--- src/hdl/lfs_pkg.sv ---
package lfs_pkg;

  localparam int SENSORS    = 5;
  localparam int SAMPLE_W   = 8;
  localparam int CAL_ROUNDS = 50;
  localparam int ROUND_W    = 6;

  typedef enum logic [2:0] {
    DIR_LEFT       = 3'd0,
    DIR_HARD_LEFT  = 3'd1,
    DIR_FORWARD    = 3'd2,
    DIR_HARD_RIGHT = 3'd3,
    DIR_RIGHT      = 3'd4,
    DIR_BRAKE      = 3'd5
  } dir_t;

  // line patterns, bit 4 is the leftmost sensor
  localparam logic [SENSORS-1:0] PAT_CENTER      = 5'h04;
  localparam logic [SENSORS-1:0] PAT_CENTER_WIDE = 5'h0E;
  localparam logic [SENSORS-1:0] PAT_ALL         = 5'h1F;
  localparam logic [SENSORS-1:0] PAT_LEFT_PAIR   = 5'h0C;
  localparam logic [SENSORS-1:0] PAT_LEFT_ONE    = 5'h08;
  localparam logic [SENSORS-1:0] PAT_RIGHT_ONE   = 5'h02;
  localparam logic [SENSORS-1:0] PAT_RIGHT_PAIR  = 5'h06;
  localparam logic [SENSORS-1:0] PAT_EDGE_L      = 5'h10;
  localparam logic [SENSORS-1:0] PAT_EDGE_L2     = 5'h18;
  localparam logic [SENSORS-1:0] PAT_EDGE_L3     = 5'h1C;
  localparam logic [SENSORS-1:0] PAT_EDGE_R      = 5'h01;
  localparam logic [SENSORS-1:0] PAT_EDGE_R2     = 5'h03;
  localparam logic [SENSORS-1:0] PAT_EDGE_R3     = 5'h07;

  // calibration control shared by all lanes
  typedef struct packed {
    logic active;  // this set is a calibration set
    logic last;    // this set is the final calibration set
  } cal_ctrl_t;

  typedef struct packed {
    dir_t               dir;
    logic [SENSORS-1:0] bits;
    logic [3:0]         motor;  // left_a, left_b, right_a, right_b
    logic               cal;
  } result_t;

  typedef struct packed {
    logic known;
    dir_t dir;
  } decode_t;

  function automatic logic [3:0] motor_bits(input dir_t d);
    logic [3:0] m;
    m = 4'b0000;
    unique case (d)
      DIR_LEFT:       m = 4'b0010;
      DIR_HARD_LEFT:  m = 4'b0110;
      DIR_FORWARD:    m = 4'b1010;
      DIR_HARD_RIGHT: m = 4'b1001;
      DIR_RIGHT:      m = 4'b1000;
      default:        m = 4'b0000;
    endcase
    return m;
  endfunction

  function automatic decode_t decode_pattern(input logic [SENSORS-1:0] p);
    decode_t r;
    r.known = 1'b1;
    r.dir   = DIR_FORWARD;
    unique case (p) inside
      PAT_CENTER, PAT_CENTER_WIDE, PAT_ALL:   r.dir = DIR_FORWARD;
      PAT_LEFT_PAIR, PAT_LEFT_ONE:            r.dir = DIR_LEFT;
      PAT_RIGHT_ONE, PAT_RIGHT_PAIR:          r.dir = DIR_RIGHT;
      PAT_EDGE_L, PAT_EDGE_L2, PAT_EDGE_L3:   r.dir = DIR_HARD_LEFT;
      PAT_EDGE_R, PAT_EDGE_R2, PAT_EDGE_R3:   r.dir = DIR_HARD_RIGHT;
      default:                                r.known = 1'b0;
    endcase
    return r;
  endfunction

endpackage

--- src/hdl/line_follower_steering_core.sv ---
// each result is registered into the output queue at its input transfer
// throughput: one sample set per cycle unless stalled; sensor lanes merge combinationally
// a two-entry output queue keeps input transfers going while a result waits
// reset (synchronous, active high): calibration restarts, min 255 / max 0 / trip 0,
// last direction forward, output queue empty
module line_follower_steering_core (
  input  logic                         clk,
  input  logic                         rst,
  input  logic                         in_valid,
  output logic                         in_stall,
  input  logic [lfs_pkg::SAMPLE_W-1:0] sample_0,
  input  logic [lfs_pkg::SAMPLE_W-1:0] sample_1,
  input  logic [lfs_pkg::SAMPLE_W-1:0] sample_2,
  input  logic [lfs_pkg::SAMPLE_W-1:0] sample_3,
  input  logic [lfs_pkg::SAMPLE_W-1:0] sample_4,
  output logic                         out_valid,
  input  logic                         out_stall,
  output logic [2:0]                   direction,
  output logic [lfs_pkg::SENSORS-1:0]  line_bits,
  output logic                         left_motor_a,
  output logic                         left_motor_b,
  output logic                         right_motor_a,
  output logic                         right_motor_b,
  output logic                         calibrating
);
  import lfs_pkg::*;

  logic                take;
  logic                q_full;
  cal_ctrl_t           ctrl;
  logic [SAMPLE_W-1:0] samples [SENSORS];
  logic [SENSORS-1:0]  pattern;
  result_t             result, head;

  // input transfer whenever the output queue has room
  assign in_stall = q_full;
  assign take     = in_valid && !in_stall;

  assign samples[0] = sample_0;
  assign samples[1] = sample_1;
  assign samples[2] = sample_2;
  assign samples[3] = sample_3;
  assign samples[4] = sample_4;

  // one lane per sensor: min/max tracking, midpoint and threshold compare
  for (genvar i = 0; i < SENSORS; i++) begin : g_lane
    lfs_lane u_lane (
      .clk    (clk),
      .rst    (rst),
      .take   (take),
      .ctrl   (ctrl),
      .sample (samples[i]),
      .hit    (pattern[SENSORS-1-i])  // leftmost sensor lands in the msb
    );
  end

  // merge: calibration count, pattern decode, last direction, motor bits
  lfs_steer u_steer (
    .clk     (clk),
    .rst     (rst),
    .take    (take),
    .pattern (pattern),
    .ctrl    (ctrl),
    .result  (result)
  );

  lfs_outq u_outq (
    .clk       (clk),
    .rst       (rst),
    .push      (take),
    .push_data (result),
    .pop_stall (out_stall),
    .full      (q_full),
    .valid     (out_valid),
    .head      (head)
  );

  assign direction     = head.dir;
  assign line_bits     = head.bits;
  assign left_motor_a  = head.motor[3];
  assign left_motor_b  = head.motor[2];
  assign right_motor_a = head.motor[1];
  assign right_motor_b = head.motor[0];
  assign calibrating   = head.cal;

`ifndef SYNTH
  // calibration results always brake with an empty pattern
  a_cal_brake: assert property (@(posedge clk) disable iff (rst)
    (out_valid && calibrating) |-> (direction == DIR_BRAKE && line_bits == '0))
    else $error("calibration result is not a brake");

  // brake only ever shows up during calibration
  a_brake_cal: assert property (@(posedge clk) disable iff (rst)
    (out_valid && direction == DIR_BRAKE) |-> calibrating)
    else $error("brake outside calibration");

  // an input transfer always leaves a result behind
  a_xfer_result: assert property (@(posedge clk) disable iff (rst)
    (in_valid && !in_stall) |=> out_valid)
    else $error("input transfer produced no result");

  // input is held off only while results are queued
  a_stall_queued: assert property (@(posedge clk) disable iff (rst)
    in_stall |-> out_valid)
    else $error("input stalled with an empty queue");
`endif

endmodule

--- src/hdl/lfs_lane.sv ---
module lfs_lane (
  input  logic                         clk,
  input  logic                         rst,
  input  logic                         take,
  input  lfs_pkg::cal_ctrl_t           ctrl,
  input  logic [lfs_pkg::SAMPLE_W-1:0] sample,
  output logic                         hit
);
  import lfs_pkg::*;

  logic [SAMPLE_W-1:0] low_seen, high_seen, trip_point;
  logic [SAMPLE_W-1:0] low_next, high_next, span, trip_next;

  always_comb begin
    low_next  = (sample < low_seen) ? sample : low_seen;
    high_next = (sample > high_seen) ? sample : high_seen;
    span      = high_next - low_next;
    // midpoint, low when the range is inverted
    trip_next = (high_next >= low_next) ? (low_next + (span >> 1)) : low_next;
  end

  assign hit = (sample >= trip_point);

  always_ff @(posedge clk) begin
    if (rst) begin
      low_seen   <= '1;
      high_seen  <= '0;
      trip_point <= '0;
    end else if (take && ctrl.active) begin
      low_seen  <= low_next;
      high_seen <= high_next;
      if (ctrl.last) begin
        trip_point <= trip_next;
      end
    end
  end

endmodule

--- src/hdl/lfs_steer.sv ---
module lfs_steer (
  input  logic                        clk,
  input  logic                        rst,
  input  logic                        take,
  input  logic [lfs_pkg::SENSORS-1:0] pattern,
  output lfs_pkg::cal_ctrl_t          ctrl,
  output lfs_pkg::result_t            result
);
  import lfs_pkg::*;

  logic [ROUND_W-1:0] round_count;
  dir_t               last_dir;
  decode_t            dec;
  dir_t               dir_sel;

  assign ctrl.active = (round_count < ROUND_W'(CAL_ROUNDS));
  assign ctrl.last   = (round_count == ROUND_W'(CAL_ROUNDS - 1));

  always_comb begin
    dec     = decode_pattern(pattern);
    dir_sel = dec.known ? dec.dir : last_dir;
    if (ctrl.active) begin
      result.dir   = DIR_BRAKE;
      result.bits  = '0;
      result.motor = motor_bits(DIR_BRAKE);
      result.cal   = 1'b1;
    end else begin
      result.dir   = dir_sel;
      result.bits  = pattern;
      result.motor = motor_bits(dir_sel);
      result.cal   = 1'b0;
    end
  end

  always_ff @(posedge clk) begin
    if (rst) begin
      round_count <= '0;
      last_dir    <= DIR_FORWARD;
    end else if (take) begin
      if (ctrl.active) begin
        round_count <= round_count + ROUND_W'(1);
      end else if (dec.known) begin
        last_dir <= dec.dir;
      end
    end
  end

endmodule

--- src/hdl/lfs_outq.sv ---
module lfs_outq (
  input  logic             clk,
  input  logic             rst,
  input  logic             push,
  input  lfs_pkg::result_t push_data,
  input  logic             pop_stall,
  output logic             full,
  output logic             valid,
  output lfs_pkg::result_t head
);
  import lfs_pkg::*;

  result_t    q [2];
  logic       wr_ptr, rd_ptr;
  logic [1:0] count;
  logic       pop;

  assign valid = (count != 2'd0);
  assign full  = (count == 2'd2);
  assign pop   = valid && !pop_stall;
  assign head  = q[rd_ptr];

  always_ff @(posedge clk) begin
    if (push) begin
      q[wr_ptr] <= push_data;
    end
  end

  always_ff @(posedge clk) begin
    if (rst) begin
      wr_ptr <= 1'b0;
      rd_ptr <= 1'b0;
      count  <= 2'd0;
    end else begin
      if (push) begin
        wr_ptr <= ~wr_ptr;
      end
      if (pop) begin
        rd_ptr <= ~rd_ptr;
      end
      case ({push, pop})
        2'b10:   count <= count + 2'd1;
        2'b01:   count <= count - 2'd1;
        default: count <= count;
      endcase
    end
  end

endmodule
--- config.mk ---
export PLATFORM = sky130hd
export DESIGN_NAME = line_follower_steering_core
export DESIGN_NICKNAME = d
export VERILOG_FILES = /design/src/hdl/lfs_pkg.sv /design/src/hdl/line_follower_steering_core.sv /design/src/hdl/lfs_lane.sv /design/src/hdl/lfs_steer.sv /design/src/hdl/lfs_outq.sv
export SDC_FILE = /design/constraint.sdc
export NUM_CORES = 1
export LEC_CHECK = 0
export BUFFER_PORTS_ARGS = -buffer_cell sky130_fd_sc_hd__buf_4
export CAP_MARGIN = 20
export CORE_MARGIN = 1.5
export CORE_UTILIZATION = 25
export DETAILED_ROUTE_END_ITERATION = 6
export PLACE_DENSITY = 0.35
export SLEW_MARGIN = 20
export SYNTH_ARGS = -nofsm -noshare
export SYNTH_HDL_FRONTEND = slang
export SYNTH_SLANG_ARGS = --single-unit
--- constraint.sdc ---
create_clock -name clk -period 6.9 [get_ports clk]
set_clock_uncertainty 0.15 [all_clocks]
set_input_delay 0.345 -clock clk [delete_from_list [all_inputs] [get_ports clk]]
set_output_delay 0.345 -clock clk [all_outputs]
set_load 0.05 [all_outputs]
Word level (Yosys, flattened, before mapping)
Memory sizes are Yosys's and may differ from the RTL's. A register that Yosys moved wholly into a read port is not among the register bits. Cells that the tools add are included.

Bits in latches: 0. Output and inout port bits: 15. Input bits: 44. Register bits: 133. Memory bits (read-only): 0. Bits in writable memories: 26. Word-level logic and storage cells: 120. Memories kept: 1.

Magnitude comparators: 21. Reduce and logical (&&, ||, !) cells: 16. Equality and inequality tests: 21. Shifts and indexed selects: 0. Muxes and demuxes: 25. Add/subtract/negate cells: 13. Bitwise operators: 3. $mul: 0. Divide/modulo/power cells: 0.

Memory list: u_outq.q (words 2, width 13, rd ports 1, clocked after Yosys merged registers in 1, write ports 1, RTL line lfs_outq.sv:13) `result_t q [2];`.

Operators with widths (number): 8-bit 2-to-1 mux (15); 8-bit >= comparator (10); 8-bit by 7-bit adder with 8-bit output (5); 8-bit > comparator (5); 8-bit less-than comparator (5); 8-bit subtractor (5); 5-bit == test (second input constant) (4); 4-bit case mux with 5 select lines (1); 5-bit by 3-bit == test with 1-bit output (second input constant) (3); 5-bit by 4-bit == test with 1-bit output (second input constant) (3); 13-bit 2-to-1 mux (1); 13-bit OR reduction (1); 3-bit case mux with 4 select lines (1); 5-bit by 2-bit == test with 1-bit output (second input constant) (2); 6-bit by 1-bit adder with 6-bit output (second input constant) (1); 3-bit by 2-bit == test with 1-bit output (second input constant) (2); 6-bit == test (second input constant) (1); 6-bit less-than comparator (second input constant) (1); 2-bit AND reduction (3); 3-bit OR reduction (2); 5-bit by 1-bit == test with 1-bit output (second input constant) (1); 1-bit 2-to-1 mux (5); 2-bit == test (second input constant) (2); 2-bit case mux with 2 select lines (1); other kinds (12) (19).

Longest topological paths before layout
Word-level depth: 8. Depth in mapped cells: 26. Depth with buffers taken out: 25.

Cells and area by module
A second synthesis with hierarchy kept.

Cell total of the unflattened synthesis: 1554. Area, all modules: 13782.0 µm².

By module, submodules not included: lfs_lane (area each 2368.5 µm², cells each 278, seq. area each 480.5 µm², times used 5); lfs_outq (area each 1149.9 µm², cells each 65, seq. area each 880.8 µm², times used 1); lfs_steer (area each 775.7 µm², cells each 98, seq. area each 180.2 µm², times used 1); line_follower_steering_core (area each 13.8 µm², cells each 1, seq. area each 0.0 µm², times used 1).

Worst setup path before layout
No wires, ideal clock.

Path kind: register -> register. Start point: register g_lane[2].u_lane.low_seen[2]. End point: register g_lane[2].u_lane.trip_point[7]. Arrival time: 4559 ps. Data required time: 6628 ps. Buffers on the path: 1. Path slack: 2069 ps. Period minus slack after synthesis: 4831 ps. Setup time: 122 ps. Stages on the path, launching flop included: 24. Path through: dfxtp_1 > inv_1 > ha_1 > a21o_1 > a31oi_1 > o21ai_1 > o41a_1 > buf_1 > o21ai_0 > ha_1 > inv_1 > ha_1 > o21a_1 > o21ai_0 > nand2b_1 > maj3_1 > a21oi_1 > xnor2_1 > ha_1 > nor2b_1 > o21ai_0 > nand2b_1 > and4_1 > a311o_1.

Longest elaborated chain between the ends: 5. Elaborated cells between the ends (all ways): 6. Classes of those cells: add/sub (2); order compare (2); mux (2).

Ends and longest elaborated chain: from (decl) (RTL line lfs_lane.sv:11) `logic [SAMPLE_W-1:0] low_seen, high_seen, trip_point;`; from (signal assigned) (RTL line lfs_lane.sv:30) `low_seen <= low_next;`; 8-bit less-than comparator (*) (RTL line lfs_lane.sv:15) `low_next = (sample < low_seen) ? sample : low_seen;`; 8-bit 2-to-1 mux (*) (RTL line lfs_lane.sv:15); via g_lane[2].u_lane.low_next[0] (RTL line lfs_lane.sv:12) `logic [SAMPLE_W-1:0] low_next, high_next, span, trip_next;`; 8-bit subtractor (RTL line lfs_lane.sv:17) `span = high_next - low_next;`; 8-bit by 7-bit adder with 8-bit output (RTL line lfs_lane.sv:19) `trip_next = (high_next >= low_next) ? (low_next + (span >> 1)) : low_next;`; 8-bit 2-to-1 mux (*) (RTL line lfs_lane.sv:19); to (signal assigned) (RTL line lfs_lane.sv:33) `trip_point <= trip_next;`; to (decl) (RTL line lfs_lane.sv:11).

Mark *: on every way through the listed nets, which the timed path passes. The rest lies on a longest branch. A chain may end at the register's enable or synchronous reset.

Final worst setup path
Same ends and word-level chain as after synthesis.

==> impl_metrics.py <==
metrics = {
    "global_route": {
        "track_usage_pct": 14.47,
        "grt_max_degree": 81,
        "antenna_found_initial": 0,
        "grt_pass1_wl_mm": 60.70,
        "grt_pass1_vias": 10834,
        "overflow": 0,
    },
    "placement": {
        "portBuffers": 58,
        "dpl.cell_count": 2279,
        "gp_congestion": 0.7368,
        "hpwl_mm": 28.16,
        "dp_slack_ps": 1533,
    },
    "power_and_ir_drop": {
        "p_clk_share_pct": 17.7,
        "vdd_drop_max_uv": 199.8,
        "p_total_w": 0.005725,
        "p_comb_share_pct": 61.9,
        "power.switching_w": 0.002620,
        "swShare_pct": 45.77,
        "internal_power_w": 0.003105,
        "seqPwrFrac_pct": 20.4,
        "power.density_nw_per_um2": 379.2,
        "power_leakage_nw": 6.570,
    },
    "sta": {
        "maxSlewViolCount": 0,
        "min_period_ps": 5287,
        "finalHoldViolations": 0,
        "tightest_slew_ps": 1054,
        "max_freq_ghz": 0.1891,
        "setup_viol": 0,
        "holdWs_ps": 67.93,
        "setup_ws_ps": 1613,
        "rsz0062_at_grt": "false",
        "slew_headroom_pct": 29.73,
        "post-route-period-util_pct": 76.63,
        "tns_ps": 0,
    },
    "synth": {
        "yosysMostFrequentCell": "ha_1",
        "async_flop_share_pct": 0,
        "synth_area_um2": 13280,
        "syn_inst": 1580,
        "synth_commonest_cells": "193 x ha_1, 176 x inv_1, 134 x dfxtp_1",
        "syn_area_per_cell_um2": 8.407,
        "netlist.area_leader.share_pct": 20.20,
        "yosysWarnings": 0,
        "ys_types": 75,
        "yosysTopAreaCell": "dfxtp_1",
        "yosysSeqAreaShare_pct": 26.07,
        "syn-num-nets": 1826,
        "synth_area_leaders": "dfxtp_1 20%, ha_1 18%, edfxtp_1 5.9%",
        "synth_edf_count": 26,
        "synth-seq-cells": 160,
        "synth_ff_type": "dfxtp_1",
    },
    "clock_network": {
        "cts.clk_slew.worst_paths_ps": 80,
        "htreeDepth": 4,
        "postCtsSetupBuffers": 0,
        "cts_tree": "done",
        "ctsRootBufferMaster": "clkbuf_16",
        "clock_latency_ps": 490,
        "cts_buffers": 17,
        "clk_path_buf_depth": 2,
        "clock-sinks": 160,
    },
    "cells_and_area": {
        "n_antenna_cell": 0,
        "fin_cells": 2313,
        "syn2layout_area_growth_pct": 13.67,
        "drive_above_1_share_pct": 10.22,
        "layout.nets": 1858,
    },
    "outcome": {
        "status": "finished clean",
    },
    "detailed_routing": {
        "drt-initial-drc-count": 476,
        "via_count": 11027,
        "drt-pass1-iter-count": 4,
        "drc": 0,
        "drtAntennaViolNets": 0,
        "wl_mm": 37.82,
        "vias_per_cell": 4.767,
        "wl_per_cell_um": 16.35,
    },
    "worst_setup_path": {
        "start_kind": "flip-flop",
        "endpoint": "g_lane[2].u_lane.trip_point[7]",
        "required_ps": 7120,
        "timing.rr.end": "g_lane[2].u_lane.trip_point[7]",
        "cp_max_fo": 12,
        "critPathKind": "flip-flop to flip-flop",
        "crit_start": "g_lane[2].u_lane.low_seen[2]",
        "r2r_start": "g_lane[2].u_lane.low_seen[2]",
        "cp_data_arrival_time_ps": 5510,
        "ff2ff_setup_slack_ps": 1610,
        "r2r_cells": 22,
        "endpoint_kind": "flip-flop",
    },
    "floorplanning": {
        "dieArea_um2": 54520,
        "start_util_pct": 25.28,
        "num_rows": 84,
        "chipHeight_um": 233.5,
        "ios": 59,
        "core_area_um2": 52550,
        "die_w_um": 233.5,
    },
    "flow_run": {
        "cap_violations": 0,
    },
    "hold_path": {
        "hp-class": "primary input to flip-flop",
    },
}
cells by family after synthesis:
| group | synth area share [%] |
|---|---|
| buffers and inverters | 6.688 |
| xor gates and xnor gates | 4.682 |
| muxes | 6.424 |
| AOI/OAI and AO/OA | 22.88 |
| and+or+nand+nor | 13.18 |
| DFF | 26.07 |
| adders and majority gates | 20.07 |
stage by stage:
stage / instance area (µm²) / utilization, %
global placement: 14460 / 27.52
CTS: 15090 / 28.71
floorplan: 13280 / -
finish: 15100 / 28.73
detailed placement: 14470 / 27.53
global route: 15100 / 28.73
placed cells by master, fill, tap and decap left out, types with 15 or more instances in the layout:
master	instances
inv_1	176
xor2_1	24
nand3_1	32
nor2_1	116
nand2b_1	19
edfxtp_1	26
nand4_1	19
a211oi_1	57
mux2_2	34
dfxtp_1	134
clkbuf_16	17
nand2_1	111
mux2i_1	47
buf_4	70
o211ai_1	48
o22ai_1	16
o21ai_0	62
a31oi_1	15
xnor2_1	47
a21o_1	39
ha_1	193
a21oi_1	109
routing by layer:
layer	vias to the layer above	part of all wire [%]	track usage, %
met5	-	0	0
met4	0	1.4	3.806
met3	25	2.2	2.942
met2	85	48	24.80
met1	5128	49	18.34
li1	5789	-	-
flip-flops by register name, summed over array words and instances (netlist names), named ones only:
register and flops:
g_lane.u_lane.high_seen 40, g_lane.u_lane.low_seen 40, g_lane.u_lane.trip_point 40, u_outq.q 26, u_steer.round_count 6, u_steer.last_dir 3, u_outq.count 2, u_outq.rd_ptr 1
u_outq.wr_ptr 1
area by class of cell:
| cell class | count | area [µm²] |
|---|---|---|
| inverters | 178 | 668.1 |
| repair buffers | 71 | 535.5 |
| flip-flops and latches | 160 | 3463 |
| fillers | 5704 | 37450 |
| clock buffers | 17 | 425.4 |
| multi-input cells | 1184 | 8961 |
| clock inverters | 15 | 183.9 |
| well taps | 688 | 860.8 |
worst max-delay path: stages, from the launching register on:
cell,delay [ps]
dfxtp_1,410
inv_1,80
ha_1,290
a21o_1,160
a31oi_1,180
o21ai_1,110
o41a_1,560
o21ai_0,500
ha_1,230
inv_1,50
ha_1,190
o21a_1,180
o21ai_0,140
nand2b_1,130
maj3_1,380
a21oi_1,180
xnor2_1,160
ha_1,280
nor2b_1,140
o21ai_0,150
nand2b_1,90
and4_1,200
a311o_1,260
worst min path at each step:
stage / start / end / cells past startpoint
floorplan: u_steer.last_dir[2] / u_steer.last_dir[2] / 2
global placement: u_steer.last_dir[2] / u_steer.last_dir[2] / 2
detailed placement: u_steer.last_dir[2] / u_steer.last_dir[2] / 2
CTS: rst / u_outq.rd_ptr / 2
global route: rst / u_outq.rd_ptr / 2
finish: rst / flip-flop / 2
power groups by stage:
| stage | sequential, W | combinational [W] | clock [W] |
|---|---|---|---|
| after floorplan | 0.00116 | 0.00284 | 0 |
| after global placement | 0.00119 | 0.00355 | 0 |
| after detailed placement | 0.00119 | 0.00357 | 0 |
| after CTS | 0.00117 | 0.00360 | 0.00107 |
| after global routing | 0.00118 | 0.00405 | 0.00110 |
| final | 0.00117 | 0.00354 | 0.00102 |
repair_timing:
action / in CTS / in global routing
hold buffers: 1 / 0
endpoints found under the setup margin: 0 / 0
resized for setup: 0 / 0
endpoints found under the hold margin: 1 / 0
Note: power is estimated with default switching activity, not from simulation.
